File: src/hdl/utdz_pkg.sv
// ----------------------------------------------------------------------------
// utdz_pkg
// shared types, constants and small functions of the utc zone shift block
// ----------------------------------------------------------------------------
`default_nettype none

package utdz_pkg;

  localparam logic [7:0] AsciiZero     = 8'h30;
  localparam logic [7:0] AsciiNine     = 8'h39;
  localparam logic [7:0] HoursPerDay   = 8'd24;
  localparam logic [6:0] MonthsPerYear = 7'd12;
  localparam logic [6:0] LastYear      = 7'd99;
  localparam int unsigned OffsetW      = 5;
  localparam logic [OffsetW-1:0] OffsetReset = 5'd8;

  // raw input item, one ascii char per field
  typedef struct packed {
    logic [7:0] hour_tens_char;
    logic [7:0] hour_ones_char;
    logic [7:0] day_tens_char;
    logic [7:0] day_ones_char;
    logic [7:0] month_tens_char;
    logic [7:0] month_ones_char;
    logic [7:0] year_tens_char;
    logic [7:0] year_ones_char;
  } in_item_t;

  // decoded binary values plus error flag
  typedef struct packed {
    logic [6:0] hour;
    logic [6:0] day;
    logic [6:0] month;
    logic [6:0] year;
    logic       bad;
  } dec_t;

  // result item
  typedef struct packed {
    logic [5:0] local_hour_tens;
    logic [5:0] local_hour_ones;
    logic [5:0] local_day_tens;
    logic [5:0] local_day_ones;
    logic [5:0] local_month_tens;
    logic [5:0] local_month_ones;
    logic [5:0] local_year_tens;
    logic [5:0] local_year_ones;
    logic       date_advanced;
    logic       input_error;
  } res_t;

  // month length, month already known to be 1..12
  function automatic logic [4:0] month_len(logic [6:0] month, logic leap);
    logic [4:0] len;
    case (month[3:0])
      4'd2:    len = leap ? 5'd29 : 5'd28;
      4'd4:    len = 5'd30;
      4'd6:    len = 5'd30;
      4'd9:    len = 5'd30;
      4'd11:   len = 5'd30;
      default: len = 5'd31;
    endcase
    return len;
  endfunction

  // two ascii digits of a value 0..99, tens by reciprocal multiply
  function automatic logic [11:0] to_ascii_pair(logic [6:0] v);
    logic [13:0] prod;
    logic [3:0]  tens;
    logic [6:0]  tens_x10;
    logic [3:0]  ones;
    prod     = 14'(v) * 14'd103;
    tens     = prod[13:10];
    tens_x10 = 7'({tens, 3'b000}) + 7'({tens, 1'b0});
    ones     = 4'(v - tens_x10);
    return {2'b11, tens, 2'b11, ones};
  endfunction

  function automatic logic is_digit(logic [7:0] c);
    return (c >= AsciiZero) && (c <= AsciiNine);
  endfunction

endpackage

`default_nettype wire

File: src/hdl/utdz_in_if.sv
// ----------------------------------------------------------------------------
// utdz_in_if
// valid/ready channel carrying one utc timestamp as ascii digit pairs
// ----------------------------------------------------------------------------
`default_nettype none

interface utdz_in_if;
  logic       valid;
  logic       ready;
  logic [7:0] hour_tens_char;
  logic [7:0] hour_ones_char;
  logic [7:0] day_tens_char;
  logic [7:0] day_ones_char;
  logic [7:0] month_tens_char;
  logic [7:0] month_ones_char;
  logic [7:0] year_tens_char;
  logic [7:0] year_ones_char;

  modport source (
    output valid, hour_tens_char, hour_ones_char, day_tens_char, day_ones_char,
           month_tens_char, month_ones_char, year_tens_char, year_ones_char,
    input  ready
  );
  modport sink (
    input  valid, hour_tens_char, hour_ones_char, day_tens_char, day_ones_char,
           month_tens_char, month_ones_char, year_tens_char, year_ones_char,
    output ready
  );
endinterface

`default_nettype wire

File: src/hdl/utdz_out_if.sv
// ----------------------------------------------------------------------------
// utdz_out_if
// valid/ready channel carrying the local time and date result
// ----------------------------------------------------------------------------
`default_nettype none

interface utdz_out_if;
  logic       valid;
  logic       ready;
  logic [5:0] local_hour_tens;
  logic [5:0] local_hour_ones;
  logic [5:0] local_day_tens;
  logic [5:0] local_day_ones;
  logic [5:0] local_month_tens;
  logic [5:0] local_month_ones;
  logic [5:0] local_year_tens;
  logic [5:0] local_year_ones;
  logic       date_advanced;
  logic       input_error;

  modport source (
    output valid, local_hour_tens, local_hour_ones, local_day_tens, local_day_ones,
           local_month_tens, local_month_ones, local_year_tens, local_year_ones,
           date_advanced, input_error,
    input  ready
  );
  modport sink (
    input  valid, local_hour_tens, local_hour_ones, local_day_tens, local_day_ones,
           local_month_tens, local_month_ones, local_year_tens, local_year_ones,
           date_advanced, input_error,
    output ready
  );
endinterface

`default_nettype wire

File: src/hdl/utdz_decode.sv
// ----------------------------------------------------------------------------
// utdz_decode
// checks the ascii digits and turns each pair into a binary value
// ----------------------------------------------------------------------------
`default_nettype none

module utdz_decode (
  input  utdz_pkg::in_item_t item_i,
  output utdz_pkg::dec_t     dec_o
);
  import utdz_pkg::*;

  logic [7:0] chars [8];
  logic [3:0] dig   [8];
  logic [7:0] ok;
  logic [6:0] val   [4];

  assign chars[0] = item_i.hour_tens_char;
  assign chars[1] = item_i.hour_ones_char;
  assign chars[2] = item_i.day_tens_char;
  assign chars[3] = item_i.day_ones_char;
  assign chars[4] = item_i.month_tens_char;
  assign chars[5] = item_i.month_ones_char;
  assign chars[6] = item_i.year_tens_char;
  assign chars[7] = item_i.year_ones_char;

  always_comb begin
    for (int i = 0; i < 8; i++) begin
      ok[i]  = is_digit(chars[i]);
      dig[i] = 4'(chars[i] - AsciiZero);
    end
    // tens * 10 + ones
    for (int p = 0; p < 4; p++) begin
      val[p] = 7'({dig[2*p], 3'b000}) + 7'({dig[2*p], 1'b0}) + 7'(dig[2*p+1]);
    end
  end

  assign dec_o.hour  = val[0];
  assign dec_o.day   = val[1];
  assign dec_o.month = val[2];
  assign dec_o.year  = val[3];
  assign dec_o.bad   = (ok != 8'hFF) || (val[2] == 7'd0) || (val[2] > MonthsPerYear);

endmodule

`default_nettype wire

File: src/hdl/utdz_calc.sv
// ----------------------------------------------------------------------------
// utdz_calc
// zone shift, day/month/year rollover and ascii encoding of the result
// ----------------------------------------------------------------------------
`default_nettype none

module utdz_calc (
  input  utdz_pkg::in_item_t         item_i,
  input  utdz_pkg::dec_t             dec_i,
  input  logic [utdz_pkg::OffsetW-1:0] offset_i,
  output utdz_pkg::res_t             res_o
);
  import utdz_pkg::*;

  logic [7:0]  hsum;
  logic [7:0]  h1;
  logic [7:0]  h2;
  logic [7:0]  h3;
  logic        adv;
  logic [6:0]  day_inc;
  logic [4:0]  maxd;
  logic        over;
  logic [6:0]  day_n;
  logic [6:0]  month_n;
  logic [6:0]  year_n;
  logic        wrap_year;
  logic [11:0] p_hour;
  logic [11:0] p_day;
  logic [11:0] p_month;
  logic [11:0] p_year;

  // sum is at most 130, three conditional subtracts reduce it mod 24
  assign hsum = 8'(dec_i.hour) + 8'(offset_i);
  assign adv  = hsum >= HoursPerDay;
  assign h1   = (hsum >= 8'd96) ? hsum - 8'd96 : hsum;
  assign h2   = (h1 >= 8'd48) ? h1 - 8'd48 : h1;
  assign h3   = (h2 >= 8'd24) ? h2 - 8'd24 : h2;

  assign day_inc = dec_i.day + 7'(adv);
  // years 2000..2099: leap exactly when yy is a multiple of four
  assign maxd    = month_len(dec_i.month, dec_i.year[1:0] == 2'b00);
  assign over    = day_inc > 7'(maxd);

  assign wrap_year = over && (dec_i.month == MonthsPerYear);
  assign day_n     = over ? 7'd1 : day_inc;
  assign month_n   = wrap_year ? 7'd1 : (over ? dec_i.month + 7'd1 : dec_i.month);
  assign year_n    = !wrap_year ? dec_i.year :
                     ((dec_i.year >= LastYear) ? 7'd0 : dec_i.year + 7'd1);

  assign p_hour  = to_ascii_pair(h3[6:0]);
  assign p_day   = to_ascii_pair(day_n);
  assign p_month = to_ascii_pair(month_n);
  assign p_year  = to_ascii_pair(year_n);

  always_comb begin
    if (dec_i.bad) begin
      // pass the raw characters through
      res_o.local_hour_tens  = item_i.hour_tens_char[5:0];
      res_o.local_hour_ones  = item_i.hour_ones_char[5:0];
      res_o.local_day_tens   = item_i.day_tens_char[5:0];
      res_o.local_day_ones   = item_i.day_ones_char[5:0];
      res_o.local_month_tens = item_i.month_tens_char[5:0];
      res_o.local_month_ones = item_i.month_ones_char[5:0];
      res_o.local_year_tens  = item_i.year_tens_char[5:0];
      res_o.local_year_ones  = item_i.year_ones_char[5:0];
      res_o.date_advanced    = 1'b0;
      res_o.input_error      = 1'b1;
    end else begin
      res_o.local_hour_tens  = p_hour[11:6];
      res_o.local_hour_ones  = p_hour[5:0];
      res_o.local_day_tens   = p_day[11:6];
      res_o.local_day_ones   = p_day[5:0];
      res_o.local_month_tens = p_month[11:6];
      res_o.local_month_ones = p_month[5:0];
      res_o.local_year_tens  = p_year[11:6];
      res_o.local_year_ones  = p_year[5:0];
      res_o.date_advanced    = adv;
      res_o.input_error      = 1'b0;
    end
  end

endmodule

`default_nettype wire

File: src/hdl/utc_date_time_zone_shift_unit.sv
// ----------------------------------------------------------------------------
// utc_date_time_zone_shift_unit
// shifts a utc hour/date stamp by a whole-hour zone offset with date rollover
// ----------------------------------------------------------------------------
//
//  channel   dir  handshake      payload
//  --------  ---  -------------  -----------------------------------------
//  in_i      in   valid/ready    8 ascii chars: hh dd mm yy (utc)
//  out_o     out  valid/ready    8 x 6-bit ascii digits, date_advanced,
//                                input_error
//  cfg       in   cfg_we_i       cfg_wdata_i: zone offset in hours
//
//  one item per cycle sustained while the sink does not stall; an input item
//  passes the input register, then the result register, before result valid
//  input stage advances whenever the result register is empty or drained,
//  so a full result register only stalls input when the sink stalls too
//  rst_ni clears both valid flags and loads the zone offset with 8
//  offset must only be rewritten while no item is in flight
// ----------------------------------------------------------------------------
`default_nettype none

module utc_date_time_zone_shift_unit (
  input  logic                          clk_i,
  input  logic                          rst_ni,
  utdz_in_if.sink                       in_i,
  utdz_out_if.source                    out_o,
  input  logic                          cfg_we_i,
  input  logic [utdz_pkg::OffsetW-1:0]  cfg_wdata_i
);
  import utdz_pkg::*;

  logic [OffsetW-1:0] offset_q;
  logic               s1_valid_q;
  in_item_t           s1_item_q;
  in_item_t           in_item;
  logic               out_valid_q;
  res_t               out_res_q;
  dec_t               dec;
  res_t               res_d;
  logic               s1_adv;
  logic               in_xfer;

  // zone offset register
  always_ff @(posedge clk_i or negedge rst_ni) begin
    if (!rst_ni) begin
      offset_q <= OffsetReset;
    end else if (cfg_we_i) begin
      offset_q <= cfg_wdata_i;
    end
  end

  assign in_item.hour_tens_char  = in_i.hour_tens_char;
  assign in_item.hour_ones_char  = in_i.hour_ones_char;
  assign in_item.day_tens_char   = in_i.day_tens_char;
  assign in_item.day_ones_char   = in_i.day_ones_char;
  assign in_item.month_tens_char = in_i.month_tens_char;
  assign in_item.month_ones_char = in_i.month_ones_char;
  assign in_item.year_tens_char  = in_i.year_tens_char;
  assign in_item.year_ones_char  = in_i.year_ones_char;

  // stage 1 moves on when the result register is free or being taken
  assign s1_adv     = !out_valid_q || out_o.ready;
  assign in_i.ready = !s1_valid_q || s1_adv;
  assign in_xfer    = in_i.valid && in_i.ready;

  // input register
  always_ff @(posedge clk_i or negedge rst_ni) begin
    if (!rst_ni) begin
      s1_valid_q <= 1'b0;
    end else if (in_i.ready) begin
      s1_valid_q <= in_i.valid;
    end
  end

  always_ff @(posedge clk_i) begin
    if (in_xfer) begin
      s1_item_q <= in_item;
    end
  end

  // date arithmetic between the two registers
  utdz_decode u_decode (
    .item_i (s1_item_q),
    .dec_o  (dec)
  );

  utdz_calc u_calc (
    .item_i   (s1_item_q),
    .dec_i    (dec),
    .offset_i (offset_q),
    .res_o    (res_d)
  );

  // result register
  always_ff @(posedge clk_i or negedge rst_ni) begin
    if (!rst_ni) begin
      out_valid_q <= 1'b0;
    end else if (s1_adv) begin
      out_valid_q <= s1_valid_q;
    end
  end

  always_ff @(posedge clk_i) begin
    if (s1_adv && s1_valid_q) begin
      out_res_q <= res_d;
    end
  end

  assign out_o.valid            = out_valid_q;
  assign out_o.local_hour_tens  = out_res_q.local_hour_tens;
  assign out_o.local_hour_ones  = out_res_q.local_hour_ones;
  assign out_o.local_day_tens   = out_res_q.local_day_tens;
  assign out_o.local_day_ones   = out_res_q.local_day_ones;
  assign out_o.local_month_tens = out_res_q.local_month_tens;
  assign out_o.local_month_ones = out_res_q.local_month_ones;
  assign out_o.local_year_tens  = out_res_q.local_year_tens;
  assign out_o.local_year_ones  = out_res_q.local_year_ones;
  assign out_o.date_advanced    = out_res_q.date_advanced;
  assign out_o.input_error      = out_res_q.input_error;

endmodule

`default_nettype wire

File: src/flat_wrapper.sv
// flat-port wrapper written by rule: the top's interface ports become plain ports
module utc_date_time_zone_shift_unit_flat import utdz_pkg::*;
  (clk_i, rst_ni, cfg_we_i, cfg_wdata_i, in_i_valid, in_i_hour_tens_char, in_i_hour_ones_char, in_i_day_tens_char, in_i_day_ones_char, in_i_month_tens_char, in_i_month_ones_char, in_i_year_tens_char, in_i_year_ones_char, in_i_ready, out_o_valid, out_o_local_hour_tens, out_o_local_hour_ones, out_o_local_day_tens, out_o_local_day_ones, out_o_local_month_tens, out_o_local_month_ones, out_o_local_year_tens, out_o_local_year_ones, out_o_date_advanced, out_o_input_error, out_o_ready);
  utdz_in_if in_i_i ();
  utdz_out_if out_o_i ();
  input  logic clk_i;
  input  logic rst_ni;
  input  logic cfg_we_i;
  input  logic [utdz_pkg::OffsetW-1:0] cfg_wdata_i;
  input wire logic [$bits(in_i_i.valid)-1:0] in_i_valid;
  input wire logic [$bits(in_i_i.hour_tens_char)-1:0] in_i_hour_tens_char;
  input wire logic [$bits(in_i_i.hour_ones_char)-1:0] in_i_hour_ones_char;
  input wire logic [$bits(in_i_i.day_tens_char)-1:0] in_i_day_tens_char;
  input wire logic [$bits(in_i_i.day_ones_char)-1:0] in_i_day_ones_char;
  input wire logic [$bits(in_i_i.month_tens_char)-1:0] in_i_month_tens_char;
  input wire logic [$bits(in_i_i.month_ones_char)-1:0] in_i_month_ones_char;
  input wire logic [$bits(in_i_i.year_tens_char)-1:0] in_i_year_tens_char;
  input wire logic [$bits(in_i_i.year_ones_char)-1:0] in_i_year_ones_char;
  output wire logic [$bits(in_i_i.ready)-1:0] in_i_ready;
  output wire logic [$bits(out_o_i.valid)-1:0] out_o_valid;
  output wire logic [$bits(out_o_i.local_hour_tens)-1:0] out_o_local_hour_tens;
  output wire logic [$bits(out_o_i.local_hour_ones)-1:0] out_o_local_hour_ones;
  output wire logic [$bits(out_o_i.local_day_tens)-1:0] out_o_local_day_tens;
  output wire logic [$bits(out_o_i.local_day_ones)-1:0] out_o_local_day_ones;
  output wire logic [$bits(out_o_i.local_month_tens)-1:0] out_o_local_month_tens;
  output wire logic [$bits(out_o_i.local_month_ones)-1:0] out_o_local_month_ones;
  output wire logic [$bits(out_o_i.local_year_tens)-1:0] out_o_local_year_tens;
  output wire logic [$bits(out_o_i.local_year_ones)-1:0] out_o_local_year_ones;
  output wire logic [$bits(out_o_i.date_advanced)-1:0] out_o_date_advanced;
  output wire logic [$bits(out_o_i.input_error)-1:0] out_o_input_error;
  input wire logic [$bits(out_o_i.ready)-1:0] out_o_ready;
  assign in_i_i.valid = in_i_valid;
  assign in_i_i.hour_tens_char = in_i_hour_tens_char;
  assign in_i_i.hour_ones_char = in_i_hour_ones_char;
  assign in_i_i.day_tens_char = in_i_day_tens_char;
  assign in_i_i.day_ones_char = in_i_day_ones_char;
  assign in_i_i.month_tens_char = in_i_month_tens_char;
  assign in_i_i.month_ones_char = in_i_month_ones_char;
  assign in_i_i.year_tens_char = in_i_year_tens_char;
  assign in_i_i.year_ones_char = in_i_year_ones_char;
  assign in_i_ready = in_i_i.ready;
  assign out_o_valid = out_o_i.valid;
  assign out_o_local_hour_tens = out_o_i.local_hour_tens;
  assign out_o_local_hour_ones = out_o_i.local_hour_ones;
  assign out_o_local_day_tens = out_o_i.local_day_tens;
  assign out_o_local_day_ones = out_o_i.local_day_ones;
  assign out_o_local_month_tens = out_o_i.local_month_tens;
  assign out_o_local_month_ones = out_o_i.local_month_ones;
  assign out_o_local_year_tens = out_o_i.local_year_tens;
  assign out_o_local_year_ones = out_o_i.local_year_ones;
  assign out_o_date_advanced = out_o_i.date_advanced;
  assign out_o_input_error = out_o_i.input_error;
  assign out_o_i.ready = out_o_ready;
  utc_date_time_zone_shift_unit u_core (.clk_i(clk_i), .rst_ni(rst_ni), .in_i(in_i_i), .out_o(out_o_i), .cfg_we_i(cfg_we_i), .cfg_wdata_i(cfg_wdata_i));
endmodule
File: config.mk
export PLATFORM = sky130hd
export DESIGN_NAME = utc_date_time_zone_shift_unit_flat
export DESIGN_NICKNAME = d
export VERILOG_FILES = /design/src/hdl/utdz_pkg.sv /design/src/hdl/utdz_in_if.sv /design/src/hdl/utdz_out_if.sv /design/src/hdl/utdz_decode.sv /design/src/hdl/utdz_calc.sv /design/src/hdl/utc_date_time_zone_shift_unit.sv /design/src/flat_wrapper.sv
export SDC_FILE = /design/constraint.sdc
export NUM_CORES = 1
export LEC_CHECK = 0
export ABC_CLOCK_PERIOD_IN_PS = 9100
export BUFFER_PORTS_ARGS = -buffer_cell sky130_fd_sc_hd__buf_2
export CAP_MARGIN = 20
export CORE_MARGIN = 5
export CORE_UTILIZATION = 55
export CTS_BUF_LIST = sky130_fd_sc_hd__clkbuf_4
export DETAILED_ROUTE_END_ITERATION = 16
export PLACE_DENSITY = 0.79
export RECOVER_POWER = 25
export SYNTH_ARGS = -nofsm -noshare
export SYNTH_HDL_FRONTEND = slang
export SYNTH_SLANG_ARGS = --single-unit
export TNS_END_PERCENT = 50
File: constraint.sdc
create_clock -name clk_i -period 9.1 [get_ports clk_i]
set_input_delay 1.365 -clock clk_i [delete_from_list [all_inputs] [get_ports clk_i]]
set_output_delay 1.365 -clock clk_i [all_outputs]
set_load 0.05 [all_outputs]
### After elaboration in Yosys (flattened, before gate mapping)

Cells that the tools add are included.

| storage, ports and cells | value |
|---|---|
| register bits after elaboration | 121 |
| logic and storage cells | 125 |
| output and inout port bits | 52 |
| bits of input ports | 74 |

| operators by class | value |
|---|---|
| equality and inequality tests | 7 |
| add/subtract/negate cells | 31 |
| mux-type cells | 11 |
| reduce and logical (&&, ||, !) cells | 20 |
| magnitude comparators | 23 |
| $mul | 4 |

Operator list:

| kind | number |
|---|---|
| $ge 8x6->1 const B | 9 |
| $le 8x6->1 const B | 8 |
| $mul 7x7->14 const B | 4 |
| $mux 48 | 1 |
| $mux 7 | 6 |
| $sub 4x1->4 const B | 8 |
| $add 7x4->7 | 4 |
| $add 7x5->7 | 4 |
| $add 4x4->4 | 4 |
| $ge 8x5->1 const B | 2 |
| $mux 8 | 2 |
| $sub 4x4->4 | 4 |
| $add 7x1->7 const B | 2 |
| $logic_and 1x1->1 | 11 |
| $add 7x5->8 | 1 |
| $eq 4x3->1 const B | 2 |
| $eq 4x4->1 const B | 2 |
| $ge 8x7->1 const B | 1 |
| $ne 8x8->1 const B | 1 |
| $sub 8x6->8 const B | 1 |
| $sub 8x7->8 const B | 1 |
| $add 7x1->7 | 1 |
| $eq 7x4->1 const B | 1 |
| $ge 7x7->1 const B | 1 |
| other kinds (11) | 15 |

### Depth between registers and ports, before layout

Gate-level depths: netlist of run 1.

| depth | value |
|---|---|
| depth after elaboration | 14 |
| mapped depth | 46 |
| depth with buffers taken out | 43 |

### Modules after synthesis

A second synthesis of run 1 with hierarchy kept.

| second synthesis, totals | value |
|---|---|
| cell total of the unflattened synthesis | 881 |
| area total of the unflattened synthesis | 10114.7 um2 |

Modules (own cells, without submodules):

| module | times used | seq. area each (um2) | cells an instance | area each (um2) |
|---|---|---|---|---|
| utdz_calc | 1 | 0.0 | 641 | 5421.4 |
| utc_date_time_zone_shift_unit | 1 | 3599.7 | 132 | 3694.8 |
| utdz_decode | 1 | 0.0 | 108 | 998.5 |

### Worst setup path before layout of run 1

No wires, ideal clock.

| path | value |
|---|---|
| path type | flip-flop to flip-flop |
| from | register u_core.s1_item_q[51] (netlist name) |
| to | register u_core.out_res_q (netlist bit u_core.out_o.local_hour_ones[3]) (data pin) |
| stages on the path, launching flop included | 44 |
| setup slack | -0.558 ns |
| library setup time | 0.146 ns |
| data arrival time | 9.512 ns |
| path buffers | 2 |
| data required time | 8.954 ns |
| cells stage by stage | edfxtp_1 inv_1 fa_1 inv_1 fa_1 xor2_1 ha_1 inv_1 a211o_1 a211oi_4 xnor2_1 inv_1 ha_1 and3_1 a32oi_1 and2_4 nand2_1 o21ai_0 (+8 left out) and2_1 ha_1 inv_1 fa_1 fa_1 inv_1 ha_1 ha_1 a2111oi_0 a21oi_1 a21oi_1 xnor2_1 ha_1 a21oi_1 xnor2_1 xnor2_1 xnor3_1 o21ai_1 |

RTL lines:

| what | RTL line | text |
|---|---|---|
| start: declaration | utc_date_time_zone_shift_unit.sv:34 | `in_item_t s1_item_q;` |
| start signal: assignment | utc_date_time_zone_shift_unit.sv:77 | `s1_item_q <= in_item;` |
| end signal: assignment | utc_date_time_zone_shift_unit.sv:105 | `out_res_q <= res_d;` |
| end: declaration | utc_date_time_zone_shift_unit.sv:37 | `res_t out_res_q;` |

==> results.rst, run 1 <==
.. list-table::
   :header-rows: 1

   * - Metric
     - Value
   * - Full die area
     - 0.0212 sq mm
   * - Netlist Area Pre-Place
     - 0.0101 sq mm
   * - Time the final worst path needs with I/O delays and setup
     - 9.30 ns
   * - Share of Yosys cell area claimed by the top area cell type
     - 33.8%
   * - Top cells by area in the synthesized netlist
     - sky130_fd_sc_hd__edfxtp_1, sky130_fd_sc_hd__ha_1, sky130_fd_sc_hd__fa_1, sky130_fd_sc_hd__inv_1, sky130_fd_sc_hd__xnor2_1
   * - Most used standard cells in the synthesized netlist
     - sky130_fd_sc_hd__ha_1, sky130_fd_sc_hd__inv_1, sky130_fd_sc_hd__edfxtp_1
   * - Vias in the first global route
     - 8196
   * - Data required time of the worst path
     - 9.44 ns
   * - Root buf cell
     - sky130_fd_sc_hd__clkbuf_4
   * - Total number of yosys warnings
     - 0
   * - Worst relative slew slack
     - 40.9%
   * - Io pins
     - 126
   * - Num Clock Sinks
     - 121
   * - R2R Path End
     - u_core.out_o.local_month_ones[3]
   * - Vias after detailed routing
     - 7840
   * - Actual slew at the worst max-slew pin
     - 0.879 ns
   * - TritonCTS clock tree
     - built
   * - Destination of the critical timing path
     - u_core.out_o.local_month_ones[3]
   * - Antenna Violating Nets Remaining
     - 0
   * - Number of cell instances on the worst register-to-register path
     - 48
   * - Half-perimeter wire length after detailed placement
     - 17.7 mm
   * - Average wire length per cell after detail routing
     - 17.9 microns
   * - Synth Area in Simple Gates
     - 8.71%
   * - Die X-Extent
     - 146 microns
   * - Arithmetic-cell share of the synthesized area counting full adders, half adders and majority gates
     - 33.0%
   * - Data arrival at the endpoint of the critical path
     - 9.65 ns
   * - Post-CTS clock slew at the launch and capture registers of the worst setup and hold paths
     - 0.15 ns
   * - Die height
     - 146 microns
   * - Worst min path class
     - reg -> reg
   * - Max-slew violations
     - 0
   * - Clock buffer count from CTS
     - 17
   * - Number of iterations in the first detailed-routing pass
     - 5
   * - Setup Total Neg Slack
     - -0.366 ns
   * - Final nets
     - 1492
   * - Count of max-cap constraint violations
     - 0
   * - Met3 capacity usage during global routing
     - 6.76%
   * - Most frequently used cell type in the post-synthesis netlist
     - sky130_fd_sc_hd__ha_1
   * - Setup repair after global routing missed its margin
     - yes
   * - Number of DRC markers after the initial detailed-route iteration
     - 411
   * - Multiplexer share of the synthesized area
     - 1.88%
   * - Number of distinct library cells after synthesis
     - 68
   * - Share of flip-flops with an asynchronous set or reset after synthesis
     - 5.79%
   * - Initial antenna violation count
     - 0
   * - Total gr overflow
     - 0
   * - Post-synthesis register bit count
     - 121
   * - Clk_lat worst skew
     - 0.59 ns
   * - Slowest cell on the critical path
     - sky130_fd_sc_hd__fa_1
   * - Number of enable flip-flop cells after synthesis
     - 114
   * - Largest net degree at the start of global routing
     - 65
   * - Violations in the final reports
     - negative setup slack
   * - Clock Tree Buf Depth
     - 2
   * - Buffers on Ports
     - 125
   * - Part of the Yosys area used for sequential elements
     - 35.6%
   * - Met2 track utilization from global routing
     - 38.8%
   * - Vias per std cell
     - 5.53
   * - Register-to-Register Setup Slack
     - -0.20 ns
   * - Worst clock skew on the final layout
     - 0.0386 ns
   * - First-pass GRT wire length
     - 38.9 mm
   * - Class of the most critical setup path
     - reg -> reg
   * - Met1 Use GR
     - 27.4%
   * - Routability congestion estimate
     - 0.863
   * - Number of buffers inserted for hold repair after clock tree synthesis
     - 0
   * - Synthesized area per cell
     - 11.1 sq um
   * - Source of the critical timing path
     - u_core.s1_item_q[58]
   * - Final Worst Setup Slack
     - -0.201 ns
   * - Highest fanout seen on the critical path
     - 6
   * - Cell Rows
     - 49
   * - GR Util All Layers
     - 22.5%
   * - Area leader, netlist
     - sky130_fd_sc_hd__edfxtp_1
   * - Main combinational cell family by area after synthesis
     - adder cells
   * - CTS H-tree lvls
     - 4
   * - Number of antenna cells inserted
     - 0
   * - DRC violations left
     - 0
   * - Flip-flop cell with the highest count after synthesis
     - sky130_fd_sc_hd__edfxtp_1
   * - Run status
     - finished, violations left
   * - Setup crit end kind
     - flip-flop
   * - Number of failing setup endpoints in the final timing report
     - 3
   * - Fin. Hold Viols
     - 0
   * - Delay contributed by the slowest stage of the critical path
     - 0.56 ns
   * - Post-synthesis share of cell area spent on xor and xnor gates
     - 5.70%
   * - Initial Util
     - 56.1%
   * - Core area
     - 0.0180 sq mm
   * - Share of layout cells above drive strength 1
     - 38.1%
   * - Compound-Gate Fraction of Synth Area
     - 9.54%
   * - Gate count of the mapped netlist
     - 910
   * - Routed WL
     - 25.5 mm
   * - Fmax
     - 108 MHz
   * - Post-route clock period utilization
     - 102%
   * - Most common cell type on the critical path
     - sky130_fd_sc_hd__buf_4
   * - Area grow syn2layout
     - 30.2%
   * - Reg-to-Reg Start
     - u_core.s1_item_q[58]
   * - Launching element type of the critical path
     - flip-flop
   * - GRT Max-Usage Layer
     - met2
==> stage by stage <==
step	hold WS [ns]	util (%)	std cells	instance area [sq um]	setup slack (ns)
after floorplan	0.449	-	918	10300	-0.0714
after global placement	0.425	64.8	1321	11700	-0.196
after detailed placement	0.429	64.8	1321	11700	-0.406
after CTS	0.445	70.1	1401	12600	-0.0937
after global routing	0.449	73.0	1418	13200	-0.599
final	0.441	73.0	1418	13200	-0.201
==> worst max-delay path, delay by kind of cell, from the launching register on <==
kind	cells	cell delay, ns
fa+ha+maj	10	3.12
compound gates	10	1.61
simple gates	9	1.44
buf+inv	12	1.34
xor+xnor	6	1.05
flops	1	0.40
mux	1	0.08
==> layer usage <==
layer	vias up	share of wire, %
met2	301	50
met5	-	0
met1	3737	40
met3	49	8.1
li1	3753	-
met4	0	2.2
==> cells in the final DEF, fill, tap and decap left out, types with 6 or more instances in the layout <==
master                       n
sky130_fd_sc_hd__ha_2        7
sky130_fd_sc_hd__conb_1     10
sky130_fd_sc_hd__ha_4       27
sky130_fd_sc_hd__clkbuf_4   17
sky130_fd_sc_hd__buf_4     138
sky130_fd_sc_hd__nor2b_1     7
sky130_fd_sc_hd__nand3_1     8
sky130_fd_sc_hd__a21o_1     13
sky130_fd_sc_hd__buf_6       6
sky130_fd_sc_hd__nor2_1     23
sky130_fd_sc_hd__dfrtp_1     6
sky130_fd_sc_hd__a21oi_1    25
sky130_fd_sc_hd__xor2_1     22
sky130_fd_sc_hd__ha_1      167
sky130_fd_sc_hd__nand2_1    47
sky130_fd_sc_hd__xnor2_1    23
sky130_fd_sc_hd__a21oi_2    11
sky130_fd_sc_hd__xnor2_2    11
sky130_fd_sc_hd__inv_2      14
sky130_fd_sc_hd__o21ai_0    40
sky130_fd_sc_hd__fa_1       38
sky130_fd_sc_hd__o211ai_1    6
sky130_fd_sc_hd__buf_2     122
sky130_fd_sc_hd__o21a_1      8
sky130_fd_sc_hd__inv_6       6
sky130_fd_sc_hd__edfxtp_1  114
sky130_fd_sc_hd__nor3_1     11
sky130_fd_sc_hd__inv_1     101
sky130_fd_sc_hd__mux2_2     12
sky130_fd_sc_hd__nand4_1     7
==> repair_timing <==
item,in CTS,in global routing
setup buffers,48,16
gates resized for setup,63,71
pin swaps,65,65
endpoints found under the setup margin,5,17
==> flip-flops by register name, indices dropped and copies added (netlist names), 5 cells and up <==
register                       flops
u_core.s1_item_q                  64
u_core.out_o.local_day_ones        6
u_core.out_o.local_day_tens        6
u_core.out_o.local_hour_ones       6
u_core.out_o.local_hour_tens       6
u_core.out_o.local_month_ones      6
u_core.out_o.local_month_tens      6
u_core.out_o.local_year_ones       6
u_core.out_o.local_year_tens       6
u_core.offset_q                    5
==> cell families after synthesis <==
kind of cell    Yosys count
fa+ha+maj               242
buf+inv                 147
compound gates          152
xor+xnor                 61
mux                      17
simple gates            168
flops                   121
other cells               2
==> area by class of cell <==
type                    count  area (sq um)
fillers                  1166          4860
repair buffers            270          1750
well taps                 229           287
inverters                 116           438
clock buffers              17           128
multi-input cells         650          6810
clock inverters            15           154
flip-flops and latches    121          3600
==> worst min-delay path by stage <==
stage                                        to  cells after the start  slack, ns                  from
6_report         u_core.out_o.local_day_tens[5]                      0       0.44  u_core.s1_item_q[45]
2_1_floorplan                u_core.out_o.valid                      1       0.45     u_core.s1_valid_q
4_1_cts          u_core.out_o.local_day_tens[5]                      0       0.45  u_core.s1_item_q[45]
3_5_place_dp    u_core.out_o.local_hour_ones[5]                      0       0.43  u_core.s1_item_q[53]
3_3_place_gp   u_core.out_o.local_month_tens[4]                      0       0.43  u_core.s1_item_q[28]
5_1_grt          u_core.out_o.local_day_tens[5]                      0       0.45  u_core.s1_item_q[45]
Power of run 1 is not shown: default switching activity piles up to over one toggle a cycle in this logic, so the estimate is an artifact.
==> run 2, diff against run 1 <==
--- a/config.mk
+++ b/config.mk
@@ -8,11 +8,14 @@
 export ABC_CLOCK_PERIOD_IN_PS = 9100
 export BUFFER_PORTS_ARGS = -buffer_cell sky130_fd_sc_hd__buf_2
 export CAP_MARGIN = 20
+export CELL_PAD_IN_SITES_DETAIL_PLACEMENT = 0
+export CELL_PAD_IN_SITES_GLOBAL_PLACEMENT = 1
+export CORE_ASPECT_RATIO = 1.4
 export CORE_MARGIN = 5
-export CORE_UTILIZATION = 55
+export CORE_UTILIZATION = 44
 export CTS_BUF_LIST = sky130_fd_sc_hd__clkbuf_4
 export DETAILED_ROUTE_END_ITERATION = 16
-export PLACE_DENSITY = 0.79
+export PLACE_DENSITY_LB_ADDON = 0.1
 export RECOVER_POWER = 25
 export SYNTH_ARGS = -nofsm -noshare
 export SYNTH_HDL_FRONTEND = slang
==> results.rst, run 2 (synthesis results as in run 1) <==
.. list-table::
   :header-rows: 1

   * - Metric
     - Value
   * - Max-slew violations
     - 0
   * - Commonest non-fill, non-tap cells in the layout
     - sky130_fd_sc_hd__ha_1, sky130_fd_sc_hd__buf_4, sky130_fd_sc_hd__buf_2, sky130_fd_sc_hd__edfxtp_1, sky130_fd_sc_hd__inv_1
   * - Average wire length per cell after detail routing
     - 16.1 microns
   * - Vias per std cell
     - 4.93
   * - Cell Rows
     - 65
   * - Data arrival at the endpoint of the critical path
     - 9.60 ns
   * - Area grow syn2layout
     - 28.8%
   * - Io pins
     - 126
   * - First-pass GRT wire length
     - 38.8 mm
   * - Clock buffer count from CTS
     - 17
   * - Antenna Violating Nets Remaining
     - 0
   * - Initial Util
     - 44.7%
   * - Routed WL
     - 24.0 mm
   * - Vias after detailed routing
     - 7343
   * - GRT Max-Usage Layer
     - met2
   * - Die height
     - 189 microns
   * - Full die area
     - 0.0262 sq mm
   * - Setup crit end kind
     - flip-flop
   * - Met3 capacity usage during global routing
     - 2.85%
   * - Delay contributed by the slowest stage of the critical path
     - 0.57 ns
   * - Number of iterations in the first detailed-routing pass
     - 4
   * - Violations in the final reports
     - negative setup slack
   * - Fin. Hold Viols
     - 0
   * - Final Worst Setup Slack
     - -0.0999 ns
   * - Met1 Use GR
     - 20.6%
   * - Class of the most critical setup path
     - reg -> reg
   * - Post-CTS clock slew at the launch and capture registers of the worst setup and hold paths
     - 0.12 ns
   * - Most common cell type on the critical path
     - sky130_fd_sc_hd__inv_2
   * - Initial antenna violation count
     - 2
   * - Clock Tree Buf Depth
     - 2
   * - Data required time of the worst path
     - 9.50 ns
   * - Launching element type of the critical path
     - flip-flop
   * - Fmax
     - 109 MHz
   * - Number of buffers inserted for hold repair after clock tree synthesis
     - 0
   * - Worst relative slew slack
     - 43.4%
   * - DRC violations left
     - 0
   * - Final Core Density
     - 57.6%
   * - Total gr overflow
     - 0
   * - Setup repair after global routing missed its margin
     - yes
   * - Met2 track utilization from global routing
     - 36.8%
   * - Worst clock skew on the final layout
     - 0.0335 ns
   * - Clk_lat worst skew
     - 0.58 ns
   * - Time the final worst path needs with I/O delays and setup
     - 9.20 ns
   * - Post-route clock period utilization
     - 101%
   * - Commonest non-fill, non-tap cell in the layout
     - sky130_fd_sc_hd__ha_1
   * - Routability congestion estimate
     - 0.831
   * - GR Util All Layers
     - 18.7%
   * - Number of failing setup endpoints in the final timing report
     - 2
   * - Root buf cell
     - sky130_fd_sc_hd__clkbuf_4
   * - Count of max-cap constraint violations
     - 0
   * - TritonCTS clock tree
     - built
   * - Share of layout cells above drive strength 1
     - 35.2%
   * - Top register by number of flip-flops
     - u_core.s1_item_q
   * - Worst min path class
     - reg -> reg
   * - Flip-flop count of the largest register after layout
     - 64
   * - Buffers on Ports
     - 125
   * - Number of DRC markers after the initial detailed-route iteration
     - 298
   * - CTS H-tree lvls
     - 4
   * - Half-perimeter wire length after detailed placement
     - 19.3 mm
   * - Vias in the first global route
     - 7774
   * - Slowest cell on the critical path
     - sky130_fd_sc_hd__fa_2
   * - Die X-Extent
     - 138 microns
   * - Num Clock Sinks
     - 121
   * - Actual slew at the worst max-slew pin
     - 0.849 ns
   * - Core area
     - 0.0226 sq mm
   * - Run status
     - finished, violations left
   * - Largest net degree at the start of global routing
     - 60
   * - Final nets
     - 1490
   * - Highest fanout seen on the critical path
     - 8
==> run 2: cell count changes in the layout (fill, tap and decap cells not counted), sizes merged <==
cell      before  now
clkinv         3    6
bufinv         1    3
clkinvlp       2    1
inv          125  119
diode          0    1
==> run 2: final cells by class <==
type,instances,area [sq um]
fill,2021,9580
clock buffer,19,143
antenna,1,2.50
sequential,121,3600
timing repair buffer,268,1710
clock inverter,13,168
tap,301,377
multi-input combinational,650,6590
inverter,116,438
==> run 2: critical path: cells and delay by family, from the launching register on <==
family / cells / cell delay [ns]
fa+ha+maj: 11 / 3.67
compound gates: 10 / 1.87
simple gates: 6 / 1.32
xor+xnor: 7 / 1.03
buf+inv: 7 / 0.43
flops: 1 / 0.38
mux: 1 / 0.33
==> run 2: worst paths after layout <==
| check | from | end | slack, ns | cells after the start |
|---|---|---|---|---|
| setup / recovery | u_core.s1_item_q[51] | u_core.out_o.local_hour_ones[3] | -0.1 | 42 |
| hold / removal | u_core.s1_item_q[29] | u_core.out_o.local_month_tens[5] | 0.46 | 0 |
| setup reg to reg | u_core.s1_item_q[51] | u_core.out_o.local_hour_ones[3] | -0.1 | 42 |
| hold reg to reg | u_core.s1_item_q[29] | u_core.out_o.local_month_tens[5] | 0.46 | 0 |
| max in group asynchronous | rst_ni | u_core.offset_q[3] | 8.10 | 1 |
| min in group asynchronous | rst_ni | u_core.out_o.valid | 0.68 | 1 |
==> run 2: through the flow <==
stage / setup WS [ns] / hold WS (ns) / setup TNS (ns) / std cells / area, sq um
6_report: -0.0999 / 0.458 / -0.114 / 1489 / 13000
5_1_grt: -0.491 / 0.476 / -1.92 / 1489 / 13000
4_1_cts: -0.126 / 0.461 / -0.392 / 1481 / 12700
3_5_place_dp: -0.415 / 0.431 / -1.23 / 1427 / 12000
3_3_place_gp: -0.340 / 0.423 / -0.694 / 1427 / 12000
2_1_floorplan: -0.0714 / 0.449 / -0.0714 / 918 / 10300
==> run 2: timing repair <==
item / 4_1_cts / 5_1_grt
gates cloned: 0 / 0
gates resized for setup: 42 / 50
buffers inserted: 22 / 11
setup endpoints to repair: 6 / 17
pin swaps: 58 / 55
==> run 2: layer usage <==
layer	part of all wire, %	up-vias
li1	-	3733
met1	40	3509
met2	57	75
met3	2.1	24
met4	1.3	2
met5	0.046	-
Power of run 2 is left out for the same reason.
==> run 3, diff against run 2 <==
--- a/config.mk
+++ b/config.mk
@@ -5,7 +5,6 @@
 export SDC_FILE = /design/constraint.sdc
 export NUM_CORES = 1
 export LEC_CHECK = 0
-export ABC_CLOCK_PERIOD_IN_PS = 9100
 export BUFFER_PORTS_ARGS = -buffer_cell sky130_fd_sc_hd__buf_2
 export CAP_MARGIN = 20
 export CELL_PAD_IN_SITES_DETAIL_PLACEMENT = 0
@@ -16,7 +15,6 @@
 export CTS_BUF_LIST = sky130_fd_sc_hd__clkbuf_4
 export DETAILED_ROUTE_END_ITERATION = 16
 export PLACE_DENSITY_LB_ADDON = 0.1
-export RECOVER_POWER = 25
 export SYNTH_ARGS = -nofsm -noshare
 export SYNTH_HDL_FRONTEND = slang
 export SYNTH_SLANG_ARGS = --single-unit
==> results.rst, run 3 (synthesis results as in run 1) <==
.. list-table::
   :header-rows: 1

   * - Metric
     - Value
   * - Commonest non-fill, non-tap cell in the layout
     - sky130_fd_sc_hd__ha_1
   * - FILL cells
     - 2020
   * - Data required time of the worst path
     - 9.50 ns
   * - Clock buffer count from CTS
     - 17
   * - Setup Total Neg Slack
     - -0.114 ns
   * - Number of cell instances on the worst register-to-register path
     - 42
   * - Post-route clock period utilization
     - 101%
   * - Clk_lat worst skew
     - 0.58 ns
   * - Number of buffers inserted for hold repair after clock tree synthesis
     - 0
   * - Data arrival at the endpoint of the critical path
     - 9.60 ns
   * - GR Util All Layers
     - 18.7%
   * - Commonest non-fill, non-tap cells in the layout
     - sky130_fd_sc_hd__ha_1, sky130_fd_sc_hd__buf_4, sky130_fd_sc_hd__buf_2, sky130_fd_sc_hd__edfxtp_1, sky130_fd_sc_hd__inv_1
   * - Vias in the first global route
     - 7774
   * - Io pins
     - 126
   * - Number of failing setup endpoints in the final timing report
     - 2
   * - Routability congestion estimate
     - 0.831
   * - Gate family responsible for the most delay along the worst path
     - adder cells
   * - Core area
     - 0.0226 sq mm
   * - Highest fanout seen on the critical path
     - 8
   * - Final nets
     - 1490
   * - Run status
     - finished, violations left
   * - Time the final worst path needs with I/O delays and setup
     - 9.20 ns
   * - Initial Util
     - 44.7%
   * - Delay contributed by the slowest stage of the critical path
     - 0.57 ns
   * - Hold_ws
     - 0.458 ns
   * - Full die area
     - 0.0262 sq mm
   * - Share of layout cells above drive strength 1
     - 35.3%
   * - Cell Rows
     - 65
   * - Total gr overflow
     - 0
   * - Root buf cell
     - sky130_fd_sc_hd__clkbuf_4
   * - Half-perimeter wire length after detailed placement
     - 19.3 mm
   * - Launching element type of the critical path
     - flip-flop
   * - Area grow syn2layout
     - 28.8%
   * - Critical path buffer and inverter count
     - 7
   * - Die X-Extent
     - 138 microns
   * - Total non-filler cell area in the finished layout
     - 0.0130 sq mm
   * - Violations in the final reports
     - negative setup slack
   * - CTS H-tree lvls
     - 4
   * - Worst relative slew slack
     - 43.4%
   * - First-pass GRT wire length
     - 38.8 mm
   * - Num Clock Sinks
     - 121
   * - Top register by number of flip-flops
     - u_core.s1_item_q
   * - Routed WL
     - 24.0 mm
   * - Class of the most critical setup path
     - reg -> reg
   * - Average wire length per cell after detail routing
     - 16.1 microns
   * - TritonCTS clock tree
     - built
   * - Initial antenna violation count
     - 2
   * - Post-place instance area
     - 0.0120 sq mm
   * - Vias per std cell
     - 4.93
   * - Count of max-cap constraint violations
     - 0
   * - Antenna Violating Nets Remaining
     - 0
   * - Instance count along the most critical hold path
     - 0
   * - Fmax
     - 109 MHz
   * - Actual slew at the worst max-slew pin
     - 0.849 ns
   * - Number of DRC markers after the initial detailed-route iteration
     - 298
   * - Slowest cell on the critical path
     - sky130_fd_sc_hd__fa_2
   * - Setup crit end kind
     - flip-flop
   * - Setup repair after global routing missed its margin
     - yes
   * - Flip-flop count of the largest register after layout
     - 64
   * - Number of iterations in the first detailed-routing pass
     - 4
   * - Stages on worst setup path
     - 42
   * - Most common cell type on the critical path
     - sky130_fd_sc_hd__inv_2
   * - Vias after detailed routing
     - 7343
   * - Max-slew violations
     - 0
   * - Post-CTS clock slew at the launch and capture registers of the worst setup and hold paths
     - 0.12 ns
   * - Largest net degree at the start of global routing
     - 60
   * - Setup Slack @ Placement
     - -0.415 ns
   * - Final Worst Setup Slack
     - -0.100 ns
   * - Buffers on Ports
     - 125
   * - Die height
     - 189 microns
   * - DRC violations left
     - 0
   * - Fin. Hold Viols
     - 0
   * - Worst min path class
     - reg -> reg
   * - Worst clock skew on the final layout
     - 0.0335 ns
   * - Clock Tree Buf Depth
     - 2
==> run 3: per-stage QoR <==
step,utilization (%),instances
after CTS,56.1,1481
final,57.6,1489
after floorplan,-,918
after global routing,57.6,1489
after global placement,53.2,1427
after detailed placement,53.2,1427
==> run 3: path summary, 6_finish.rpt <==
path | end | slack (ns) | from
max | u_core.out_o.local_hour_ones[3] | -0.1 | u_core.s1_item_q[51]
min | u_core.out_o.local_month_tens[5] | 0.46 | u_core.s1_item_q[29]
max reg2reg | u_core.out_o.local_hour_ones[3] | -0.1 | u_core.s1_item_q[51]
min reg2reg | u_core.out_o.local_month_tens[5] | 0.46 | u_core.s1_item_q[29]
max in group asynchronous | u_core.offset_q[3] | 8.25 | rst_ni
min in group asynchronous | u_core.out_o.valid | 0.61 | rst_ni
==> run 3: metal layers <==
metal	GRT usage (%)	vias up	part of all wire (%)
li1	-	3733	-
met1	20.6	3509	40
met2	36.8	75	57
met3	2.85	24	2.1
met4	5.25	2	1.3
met5	0	-	0.046
==> run 3: timing repair <==
action | 4_1_cts | 5_1_grt
gates resized for setup | 42 | 50
endpoints found under the setup margin | 6 | 17
pin swaps | 58 | 55
buffers inserted | 22 | 11
==> run 3: final cells by class <==
cell class / count / area, sq um / area share, %
clock inverters: 13 / 168 / 1.29
multi-input cells: 650 / 6590 / 50.6
flip-flops and latches: 121 / 3600 / 27.6
well taps: 301 / 377 / 2.89
diodes: 1 / 2.50 / 0.0192
repair buffers: 268 / 1710 / 13.2
inverters: 116 / 438 / 3.36
clock buffers: 19 / 143 / 1.09
Power of run 3 is left out for the same reason.
